File: src/rtl/wlts_pkg.sv
// ----------------------------------------------------------------------------
// Windowed linear trend smoother - shared package
// Widths, payload types, sequencer codes and status structs for the block.
// ----------------------------------------------------------------------------
package wlts_pkg;

  localparam int WIN_MAX     = 32;
  localparam int SAMPLE_BITS = 16;

  localparam int CFG_W     = 6;
  localparam int VU_W      = 6;
  localparam int LEN_RESET = 16;
  localparam int MIN_FIT   = 2;

  localparam int CNT_W  = $clog2(WIN_MAX + 1);
  localparam int PTR_W  = $clog2(WIN_MAX);
  localparam int WSUM_W = PTR_W + 1;
  localparam int ENT_W  = SAMPLE_BITS + 1;

  // accumulator widths, sized for a full window of full-scale samples
  localparam int SX_W  = $clog2(WIN_MAX * (WIN_MAX + 1) / 2 + 1);
  localparam int SXX_W = $clog2(WIN_MAX * (WIN_MAX + 1) * (2 * WIN_MAX + 1) / 6 + 1);
  localparam int SY_W  = SAMPLE_BITS + CNT_W;
  localparam int SXY_W = SAMPLE_BITS + SX_W;

  // fit terms
  localparam int BSXX_W = CNT_W + SXX_W;
  localparam int BSXY_W = CNT_W + SXY_W + 1;
  localparam int DIFF_W = SX_W + 1;
  localparam int NUM_W  = ((SY_W + BSXX_W) > (BSXY_W + DIFF_W) ?
                           (SY_W + BSXX_W) : (BSXY_W + DIFF_W)) + 1;
  localparam int DEN_W  = CNT_W + BSXX_W;

  // shared multiplier
  localparam int MA_W = BSXY_W;
  localparam int MB_W = BSXX_W + 1;
  localparam int MP_W = MA_W + MB_W;

  // serial divider
  localparam int DSH_W  = DEN_W + SAMPLE_BITS;
  localparam int REM_W  = ((NUM_W - 1) > DSH_W) ? (NUM_W - 1) : DSH_W;
  localparam int QUO_W  = SAMPLE_BITS + 1;
  localparam int DCNT_W = $clog2(QUO_W + 1);

  typedef struct packed {
    logic [SAMPLE_BITS-1:0] motion_sample;
    logic                   sample_missing;
  } wlts_in_t;

  typedef struct packed {
    logic [SAMPLE_BITS-1:0] smoothed_motion;
    logic [VU_W-1:0]        valid_used;
  } wlts_out_t;

  typedef struct packed {
    logic             en;
    logic [PTR_W-1:0] idx;   // age of the entry, 0 is newest
  } wlts_rd_req_t;

  typedef struct packed {
    logic                   done;
    logic [SAMPLE_BITS-1:0] quo;   // already saturated
  } wlts_div_sts_t;

  typedef enum logic [2:0] {
    ST_IDLE,
    ST_WALK,
    ST_DRAIN,
    ST_MUL,
    ST_DIV,
    ST_DONE
  } wlts_state_e;

  // multiplier steps: each step but the last issues one product, each but the first captures the previous one
  typedef enum logic [2:0] {
    MS_NSXX,   // issue n*sxx
    MS_SXSX,   // issue sx*sx
    MS_NSXY,   // Sxx ready, issue n*sxy
    MS_SXSY,   // issue sx*sy
    MS_SYBX,   // Sxy ready, issue sy*Sxx
    MS_BXYD,   // issue Sxy*(n-sx)
    MS_NBX,    // numerator ready, issue n*Sxx
    MS_DEN     // denominator on the product
  } wlts_mstep_e;

endpackage

File: src/rtl/wlts_window.sv
// ----------------------------------------------------------------------------
// Sample window store
// Circular buffer of valid/sample entries, read by age with registered data.
// ----------------------------------------------------------------------------
module wlts_window (
  input  logic                      clk_i,
  input  logic                      rst_ni,
  input  logic                      wr_en_i,
  input  logic [wlts_pkg::ENT_W-1:0] wr_data_i,
  input  wlts_pkg::wlts_rd_req_t    rd_req_i,
  output logic [wlts_pkg::ENT_W-1:0] rd_data_o
);
  import wlts_pkg::*;

  logic [ENT_W-1:0]  mem_q [WIN_MAX];
  logic [ENT_W-1:0]  rd_q;
  logic [PTR_W-1:0]  head_q, head_d;
  logic [PTR_W-1:0]  wr_addr, rd_addr;
  logic [WSUM_W-1:0] rd_sum;

  // head_q points at the newest entry
  always_comb begin
    wr_addr = (head_q == PTR_W'(WIN_MAX - 1)) ? '0 : head_q + 1'b1;
    head_d  = wr_en_i ? wr_addr : head_q;
    rd_sum  = {1'b0, head_q} + WSUM_W'(WIN_MAX) - {1'b0, rd_req_i.idx};
    if (rd_sum >= WSUM_W'(WIN_MAX)) begin
      rd_addr = PTR_W'(rd_sum - WSUM_W'(WIN_MAX));
    end else begin
      rd_addr = PTR_W'(rd_sum);
    end
  end

  always_ff @(posedge clk_i or negedge rst_ni) begin
    if (!rst_ni) begin
      head_q <= '0;
    end else begin
      head_q <= head_d;
    end
  end

  always_ff @(posedge clk_i) begin
    if (wr_en_i) begin
      mem_q[wr_addr] <= wr_data_i;
    end
  end

  always_ff @(posedge clk_i) begin
    if (rd_req_i.en) begin
      rd_q <= mem_q[rd_addr];
    end
  end

  assign rd_data_o = rd_q;

endmodule

File: src/rtl/wlts_mul.sv
// ----------------------------------------------------------------------------
// Shared multiplier
// Signed product with a register on the output, reused for every fit term.
// ----------------------------------------------------------------------------
module wlts_mul (
  input  logic                             clk_i,
  input  logic signed [wlts_pkg::MA_W-1:0] a_i,
  input  logic signed [wlts_pkg::MB_W-1:0] b_i,
  output logic signed [wlts_pkg::MP_W-1:0] p_o
);
  import wlts_pkg::*;

  logic signed [MP_W-1:0] p_q;

  always_ff @(posedge clk_i) begin
    p_q <= MP_W'(a_i) * MP_W'(b_i);
  end

  assign p_o = p_q;

endmodule

File: src/rtl/wlts_div.sv
// ----------------------------------------------------------------------------
// Serial divider
// Restoring division, one quotient bit a cycle; the extra top bit flags
// saturation.
// ----------------------------------------------------------------------------
module wlts_div (
  input  logic                         clk_i,
  input  logic                         rst_ni,
  input  logic                         start_i,
  input  logic [wlts_pkg::NUM_W-2:0]   num_i,
  input  logic [wlts_pkg::DEN_W-1:0]   den_i,
  output wlts_pkg::wlts_div_sts_t      sts_o
);
  import wlts_pkg::*;

  logic [REM_W-1:0]  rem_q;
  logic [REM_W-1:0]  dsh_q;
  logic [QUO_W-1:0]  quo_q;
  logic [DCNT_W-1:0] cnt_q;
  logic              busy_q;
  logic              done_q;
  logic              ge;

  assign ge = (rem_q >= dsh_q);

  always_ff @(posedge clk_i or negedge rst_ni) begin
    if (!rst_ni) begin
      busy_q <= 1'b0;
      done_q <= 1'b0;
      cnt_q  <= '0;
    end else begin
      done_q <= 1'b0;
      if (start_i) begin
        busy_q <= 1'b1;
        cnt_q  <= DCNT_W'(QUO_W);
      end else if (busy_q) begin
        cnt_q <= cnt_q - 1'b1;
        if (cnt_q == DCNT_W'(1)) begin
          busy_q <= 1'b0;
          done_q <= 1'b1;
        end
      end
    end
  end

  always_ff @(posedge clk_i) begin
    if (start_i) begin
      rem_q <= REM_W'(num_i);
      dsh_q <= REM_W'(den_i) << SAMPLE_BITS;
      quo_q <= '0;
    end else if (busy_q) begin
      if (ge) begin
        rem_q <= rem_q - dsh_q;
      end
      quo_q <= {quo_q[QUO_W-2:0], ge};
      dsh_q <= dsh_q >> 1;
    end
  end

  assign sts_o.done = done_q;
  assign sts_o.quo  = quo_q[QUO_W-1] ? '1 : quo_q[SAMPLE_BITS-1:0];

endmodule

File: src/rtl/windowed_linear_trend_smoother_unit.sv
// The divide is skipped when there are under two valid entries or a fit that is not
// positive. The next input beat is taken no sooner than the result: walk of one
// entry a cycle, 8 multiplier steps, then the serial divide.
// Reset: fill count cleared, window_length back to 16; window storage
// is not cleared, entries past the fill count are never read.
// ----------------------------------------------------------------------------
// Windowed linear trend smoother
// Least-squares line over the recent samples, evaluated at the newest one.
// ----------------------------------------------------------------------------
module windowed_linear_trend_smoother_unit (
  input  logic                         clk_i,
  input  logic                         rst_ni,
  input  logic                         in_valid_i,
  output logic                         in_stall_o,
  input  wlts_pkg::wlts_in_t           in_data_i,
  output logic                         out_valid_o,
  input  logic                         out_stall_i,
  output wlts_pkg::wlts_out_t          out_data_o,
  input  logic                         cfg_we_i,
  input  logic [wlts_pkg::CFG_W-1:0]   cfg_data_i
);
  import wlts_pkg::*;

  wlts_state_e  state_q, state_d;
  wlts_mstep_e  step_q, step_d;

  logic [CFG_W-1:0] cfg_len_q;
  logic [CNT_W-1:0] len_eff;
  logic [CNT_W:0]   fill_inc;
  logic [CNT_W-1:0] fill_q, fill_next;

  logic             accept;
  logic             rd_pend_q;
  logic [PTR_W-1:0] idx_q;
  logic [CNT_W-1:0] x_q;

  logic [CNT_W-1:0] n_q;
  logic [SX_W-1:0]  sx_q;
  logic [SXX_W-1:0] sxx_q, x_sq;
  logic [SY_W-1:0]  sy_q, sy_inc;
  logic [SXY_W-1:0] sxy_q;

  logic signed [NUM_W-1:0]  t1_q;
  logic [BSXX_W-1:0]        bsxx_q;
  logic signed [BSXY_W-1:0] bsxy_q;
  logic signed [NUM_W-1:0]  num_q;
  logic signed [DIFF_W-1:0] diff;
  logic                     fit_go;

  logic signed [MA_W-1:0] mul_a;
  logic signed [MB_W-1:0] mul_b;
  logic signed [MP_W-1:0] mul_p;

  wlts_rd_req_t     rd_req;
  logic [ENT_W-1:0] win_rd;
  logic             ent_valid;

  logic             div_start;
  wlts_div_sts_t    div_sts;

  logic [SAMPLE_BITS-1:0] res_q;
  wlts_out_t              out_q;
  logic                   out_vld_q;
  logic                   out_load;

  // --------------------------------------------------------------------------
  // window length and fill
  always_comb begin
    if (cfg_len_q == '0) begin
      len_eff = CNT_W'(1);
    end else if (int'(cfg_len_q) > WIN_MAX) begin
      len_eff = CNT_W'(WIN_MAX);
    end else begin
      len_eff = CNT_W'(cfg_len_q);
    end
    fill_inc  = {1'b0, fill_q} + 1'b1;
    fill_next = (fill_inc < {1'b0, len_eff}) ? CNT_W'(fill_inc) : len_eff;
  end

  assign diff   = DIFF_W'(n_q) - DIFF_W'(sx_q);
  assign fit_go = (n_q >= CNT_W'(MIN_FIT)) && (num_q > 0);

  // --------------------------------------------------------------------------
  // sequencer: next state
  always_comb begin
    state_d = state_q;
    step_d  = MS_NSXX;
    case (state_q)
      ST_IDLE: begin
        if (accept) state_d = ST_WALK;
      end
      ST_WALK: begin
        if (idx_q == '0) state_d = ST_DRAIN;
      end
      ST_DRAIN: begin
        state_d = ST_MUL;
      end
      ST_MUL: begin
        step_d = wlts_mstep_e'(step_q + 1'b1);
        if (step_q == MS_DEN) begin
          state_d = fit_go ? ST_DIV : ST_DONE;
        end
      end
      ST_DIV: begin
        if (div_sts.done) state_d = ST_DONE;
      end
      ST_DONE: begin
        if (out_load) state_d = ST_IDLE;
      end
      default: state_d = ST_IDLE;
    endcase
  end

  // sequencer: outputs
  always_comb begin
    in_stall_o = (state_q != ST_IDLE);
    accept     = in_valid_i && (state_q == ST_IDLE);
    rd_req.en  = (state_q == ST_WALK);
    rd_req.idx = idx_q;
    div_start  = (state_q == ST_MUL) && (step_q == MS_DEN) && fit_go;
    out_load   = (state_q == ST_DONE) && (!out_vld_q || !out_stall_i);
    mul_a      = '0;
    mul_b      = '0;
    case (step_q)
      MS_NSXX: begin
        mul_a = MA_W'(sxx_q);
        mul_b = MB_W'(n_q);
      end
      MS_SXSX: begin
        mul_a = MA_W'(sx_q);
        mul_b = MB_W'(sx_q);
      end
      MS_NSXY: begin
        mul_a = MA_W'(sxy_q);
        mul_b = MB_W'(n_q);
      end
      MS_SXSY: begin
        mul_a = MA_W'(sy_q);
        mul_b = MB_W'(sx_q);
      end
      MS_SYBX: begin
        mul_a = MA_W'(sy_q);
        mul_b = MB_W'(bsxx_q);
      end
      MS_BXYD: begin
        mul_a = MA_W'(bsxy_q);
        mul_b = MB_W'(diff);
      end
      MS_NBX: begin
        mul_a = MA_W'(bsxx_q);
        mul_b = MB_W'(n_q);
      end
      default: begin
        mul_a = '0;
        mul_b = '0;
      end
    endcase
  end

  // --------------------------------------------------------------------------
  // control registers
  always_ff @(posedge clk_i or negedge rst_ni) begin
    if (!rst_ni) begin
      state_q   <= ST_IDLE;
      step_q    <= MS_NSXX;
      cfg_len_q <= CFG_W'(LEN_RESET);
      fill_q    <= '0;
      rd_pend_q <= 1'b0;
      out_vld_q <= 1'b0;
    end else begin
      state_q   <= state_d;
      step_q    <= step_d;
      rd_pend_q <= rd_req.en;
      if (cfg_we_i) cfg_len_q <= cfg_data_i;
      if (accept) fill_q <= fill_next;
      if (out_load) begin
        out_vld_q <= 1'b1;
      end else if (!out_stall_i) begin
        out_vld_q <= 1'b0;
      end
    end
  end

  // --------------------------------------------------------------------------
  // accumulation, walked oldest to newest: sxy gathers the running sum of y
  assign ent_valid = win_rd[ENT_W-1];
  assign sy_inc    = sy_q + (ent_valid ? SY_W'(win_rd[SAMPLE_BITS-1:0]) : '0);
  assign x_sq      = SXX_W'(x_q) * SXX_W'(x_q);

  always_ff @(posedge clk_i) begin
    if (accept) begin
      idx_q <= PTR_W'(fill_next - 1'b1);
      n_q   <= '0;
      sx_q  <= '0;
      sxx_q <= '0;
      sy_q  <= '0;
      sxy_q <= '0;
    end else begin
      if (rd_req.en) begin
        idx_q <= idx_q - 1'b1;
        x_q   <= CNT_W'(idx_q) + 1'b1;
      end
      if (rd_pend_q) begin
        sy_q  <= sy_inc;
        sxy_q <= sxy_q + SXY_W'(sy_inc);
        if (ent_valid) begin
          n_q   <= n_q + 1'b1;
          sx_q  <= sx_q + SX_W'(x_q);
          sxx_q <= sxx_q + x_sq;
        end
      end
    end

    if (state_q == ST_MUL) begin
      case (step_q)
        MS_SXSX: t1_q   <= NUM_W'(mul_p);
        MS_NSXY: bsxx_q <= BSXX_W'(t1_q - mul_p);
        MS_SXSY: t1_q   <= NUM_W'(mul_p);
        MS_SYBX: bsxy_q <= BSXY_W'(t1_q - mul_p);
        MS_BXYD: t1_q   <= NUM_W'(mul_p);
        MS_NBX:  num_q  <= NUM_W'(t1_q + mul_p);
        MS_DEN: begin
          if (!fit_go) res_q <= '0;
        end
        default: t1_q <= t1_q;
      endcase
    end
    if ((state_q == ST_DIV) && div_sts.done) begin
      res_q <= div_sts.quo;
    end
    if (out_load) begin
      out_q.smoothed_motion <= res_q;
      out_q.valid_used      <= VU_W'(n_q);
    end
  end

  assign out_valid_o = out_vld_q;
  assign out_data_o  = out_q;

  // --------------------------------------------------------------------------
  wlts_window u_window (
    .clk_i     (clk_i),
    .rst_ni    (rst_ni),
    .wr_en_i   (accept),
    .wr_data_i ({~in_data_i.sample_missing, in_data_i.motion_sample}),
    .rd_req_i  (rd_req),
    .rd_data_o (win_rd)
  );

  wlts_mul u_mul (
    .clk_i (clk_i),
    .a_i   (mul_a),
    .b_i   (mul_b),
    .p_o   (mul_p)
  );

  wlts_div u_div (
    .clk_i   (clk_i),
    .rst_ni  (rst_ni),
    .start_i (div_start),
    .num_i   (num_q[NUM_W-2:0]),
    .den_i   (mul_p[DEN_W-1:0]),
    .sts_o   (div_sts)
  );

  // --------------------------------------------------------------------------
  assert property (@(posedge clk_i) disable iff (!rst_ni)
    accept |=> (state_q == ST_WALK) && (fill_q != '0))
    else $error("accepted beat did not start a window walk");

  assert property (@(posedge clk_i) disable iff (!rst_ni)
    rd_pend_q |-> (state_q == ST_WALK) || (state_q == ST_DRAIN))
    else $error("window read data arrived outside the walk");

  assert property (@(posedge clk_i) disable iff (!rst_ni)
    div_start |-> (n_q >= CNT_W'(MIN_FIT)))
    else $error("division started with too few valid entries");

  assert property (@(posedge clk_i) disable iff (!rst_ni)
    (out_valid_o && (out_data_o.valid_used < VU_W'(MIN_FIT)))
      |-> (out_data_o.smoothed_motion == '0))
    else $error("nonzero trend from fewer than two valid entries");

endmodule
File: config.mk
export PLATFORM = sky130hd
export DESIGN_NAME = windowed_linear_trend_smoother_unit
export DESIGN_NICKNAME = d
export VERILOG_FILES = /design/src/rtl/wlts_pkg.sv /design/src/rtl/wlts_window.sv /design/src/rtl/wlts_mul.sv /design/src/rtl/wlts_div.sv /design/src/rtl/windowed_linear_trend_smoother_unit.sv
export SDC_FILE = /design/constraint.sdc
export NUM_CORES = 2
export LEC_CHECK = 0
export BUFFER_PORTS_ARGS = -buffer_cell sky130_fd_sc_hd__buf_2
export CORE_MARGIN = 1
export CORE_UTILIZATION = 40
export DETAILED_ROUTE_END_ITERATION = 8
export PLACE_DENSITY = 0.65
export SYNTH_ARGS = -nofsm -noshare
export SYNTH_HDL_FRONTEND = slang
export SYNTH_SLANG_ARGS = --single-unit
File: constraint.sdc
create_clock -name clk_i -period 10.4 [get_ports clk_i]
set_input_delay 2.08 -clock clk_i [delete_from_list [all_inputs] [get_ports clk_i]]
set_output_delay 2.08 -clock clk_i [all_outputs]
set_load 0.005 [all_outputs]
==> run metrics <==
async set or reset register ratio after synthesis=0.0317; layout cell share with drive strength beyond 1=0.108; Final Hold Viols=0; highest routed layer=met5; synthesized area=a little under 70000 µm²; WL/cell=22.9 µm; fmax=~100 MHz; Fin Setup TNS=0 ps; Row Count=between 150 and 200; Met1 Routed Length=79900 µm; Post-DP Area=~73000 µm²; largest net degree at the start of global routing=approximately 110; yosys warns=0; MaxCap Viol Count=0; peak supply drop=0.000388 V; syn_area_per_cell=11.4 µm²; total global routing overflow=0; initial antenna violation count=10; CP required=approximately 11000 ps; hold path startpoint=res_q[0]; PortBufs=51; cts bufs inserted=a little under 100; Power Density=~270 nW/µm²; number of global-route vias before repair=about 47000; cts hold-fix bufs=0; register area share after synthesis=0.415; core area=between 150000 and 200000 µm²; WS Path Type=register to register; hold depth=0; via count=roughly 46000; DR vias/cell=between 5 and 6; drt first pass iters=8; DR iter-0 viols=between 4000 and 5000; Area Growth Syn to Fin=10.1%; Critical Path Start Type=register; worst-skew pair later-pin latency=between 700 and 800 ps; dominant register cell in the synthesized netlist=edfxtp_1; Synth top area share=0.358; Worst R2R Setup Slack=about 840 ps; Worst Skew=between 30 and 40 ps; Yosys top cell by area=edfxtp_1; Die H=approximately 420 µm; CP most frequent cell=fa_1; setup violators final=0; CTS H-tree lvls=3; Residual DRC=0; Hold EP=out_data_o[6]; post-CTS resize count=0; Post-Route WL=a little under 200000 µm; worst path arrival time=slightly above 10000 ps; Die X=about 420 µm; Leak Pwr=around 0.030 µW; CTS tree=yes; top-count cell post-synth=inv_1; Worst R2R End=u_mul.p_o[42]; CP endpoint kind=register; HP Class=register to register; Netlist cell types=95; Crit Path Max Fanout=23; Reg2Reg Depth=32; Initial Util=0.402; Boundary Pins=52; clock-pin transition on the worst setup and hold timing paths=approximately 60 ps; maximum buffer depth of the clock tree=3; r2r startpoint=n_q[0]; RePlAce Congestion=between 1 and 1.5; top cells by count, synth=inv_1 (905), edfxtp_1 (823), nand2_1 (657), fa_1 (614), nor2_1 (555); EDFF count, synth=823; Critical Path Slowest Stage Cell=a21oi_1; first-pass GRT wire length=about 290000 µm; Mapped Cells=approximately 6100; ranking of synthesized cells by area=edfxtp_1 (36%), fa_1 (18%), ha_1 (6.1%), mux4_2 (5.5%), inv_1 (4.9%); metal2 WL=between 90000 and 100000 µm; final period utilization=0.920; die area=about 170000 µm²; metal3 WL=roughly 14000 µm; RSZ-0062 raised after global routing=false; Rel. slew slack=0.0530; setup repair bufs after CTS=0; Slew Viols, Final=0; CTS Sinks=between 1000 and 1500; total track usage=0.225; Antenna Nets Post-Route=0; clock root cell=clkbuf_16; Design Area, Final=~76000 µm²; status=complete, no violations; nets=7104; Mapped Nets=approximately 7000; Max stage delay on crit path=between 700 and 800 ps; Synth Register Bits=roughly 1000; Fill cells=between 15000 and 20000; Worst-Margin Slew=roughly 1400 ps; minimum clock period after layout=about 9600 ps; half-perimeter wire length after placement=between 100000 and 150000 µm
==> layout by cell type (no fill, tap or decap), drive strengths merged, types with 18 or more instances in the layout <==
cell type and n:
inv 912, edfxtp 823, nand2 657, fa 614, nor2 555, ha 339, a21oi 241, buf 201
o21ai 188, xnor2 176, mux4 170, dfxtp 156, clkbuf 126, a21o 96, xor2 87, nand3 72
mux2i 62, o21a 55, nor3 51, and2 44, clkinv 40, nand2b 39, nor2b 37, o21bai 34
dfrtp 31, or3 28, mux2 27, a22oi 25, and3 24, nand4 23, a211oi 22, o211ai 21
a31oi 21, or2 18, nor4 18, a221oi 18
==> cell families after synthesis <==
logic type / Yosys count / synth area share
and+or+nand+nor: 1583 / 0.0984
AOI/OAI and AO/OA: 843 / 0.0811
muxes: 259 / 0.0688
DFF: 1011 / 0.415
adders and majority gates: 953 / 0.239
buffers and inverters: 1162 / 0.0641
xor gates and xnor gates: 263 / 0.0334
==> worst max path at each step <==
stage                     startpoint       endpoint  slack (ps)  cells after the start
after global placement        n_q[0]  u_mul.p_o[44]         920                     33
after detailed placement      n_q[0]  u_mul.p_o[42]         930                     32
final                         n_q[0]  u_mul.p_o[42]         840                     32
after CTS                     n_q[0]  u_mul.p_o[44]         930                     33
after floorplan               n_q[0]  u_mul.p_o[39]        1670                     37
after global routing          n_q[0]  u_mul.p_o[42]         450                     32
==> worst max-delay path: cells and delay by family, from the launching register on <==
family          cells  cell delay, ps
buf+inv             5             590
compound gates     11            3190
flops               1             460
fa+ha+maj          10            4360
simple gates        5             650
xor+xnor            1             170
==> per-layer routing <==
metal  GRT usage  up-vias
met2       0.370     1637
met5           0        -
met1       0.294    23400
met4      0.0859       10
met3      0.0409      321
li1            -    20600
==> final cells by class <==
| type | instances | area, µm² | area share |
|---|---|---|---|
| clock buffer | 126 | 2630 | 0.0346 |
| sequential | 1011 | 28600 | 0.377 |
| antenna | 7 | 17.5 | 0.000231 |
| inverter | 909 | 3410 | 0.0449 |
| clock inverter | 61 | 761 | 0.0100 |
| multi-input combinational | 3901 | 36200 | 0.477 |
| timing repair buffer | 201 | 1420 | 0.0187 |
| tap | 2310 | 2890 | 0.0380 |
==> report_power, final <==
part / switching, µW / internal, µW
clock network: 1630 / 2120
registers: 425 / 4990
logic: 6640 / 4810
==> per-stage QoR <==
step,utilization,setup slack [ps],hold slack (ps),power (µW),std cells
after CTS,0.443,932,421,20700,8519
after global placement,0.423,924,403,16700,8332
after detailed placement,0.423,928,407,16900,8332
after global routing,0.443,450,429,21900,8523
after floorplan,-,1670,400,13400,6074
final,0.443,836,419,20600,8526
==> sequential cells by signal (all words and copies together), names as in the netlist, 16 cells and up <==
signal,cells
u_window.mem_q,544
bsxy_q,33
out_data_o,22
res_q,16
u_div.dsh_q,42
u_window.rd_data_o,17
bsxx_q,20
sxy_q,26
u_div.quo_q,17
u_div.rem_q,44
num_q,45
sy_q,22
t1_q,45
u_mul.p_o,45
Note: power is estimated with default switching activity, not from simulation.
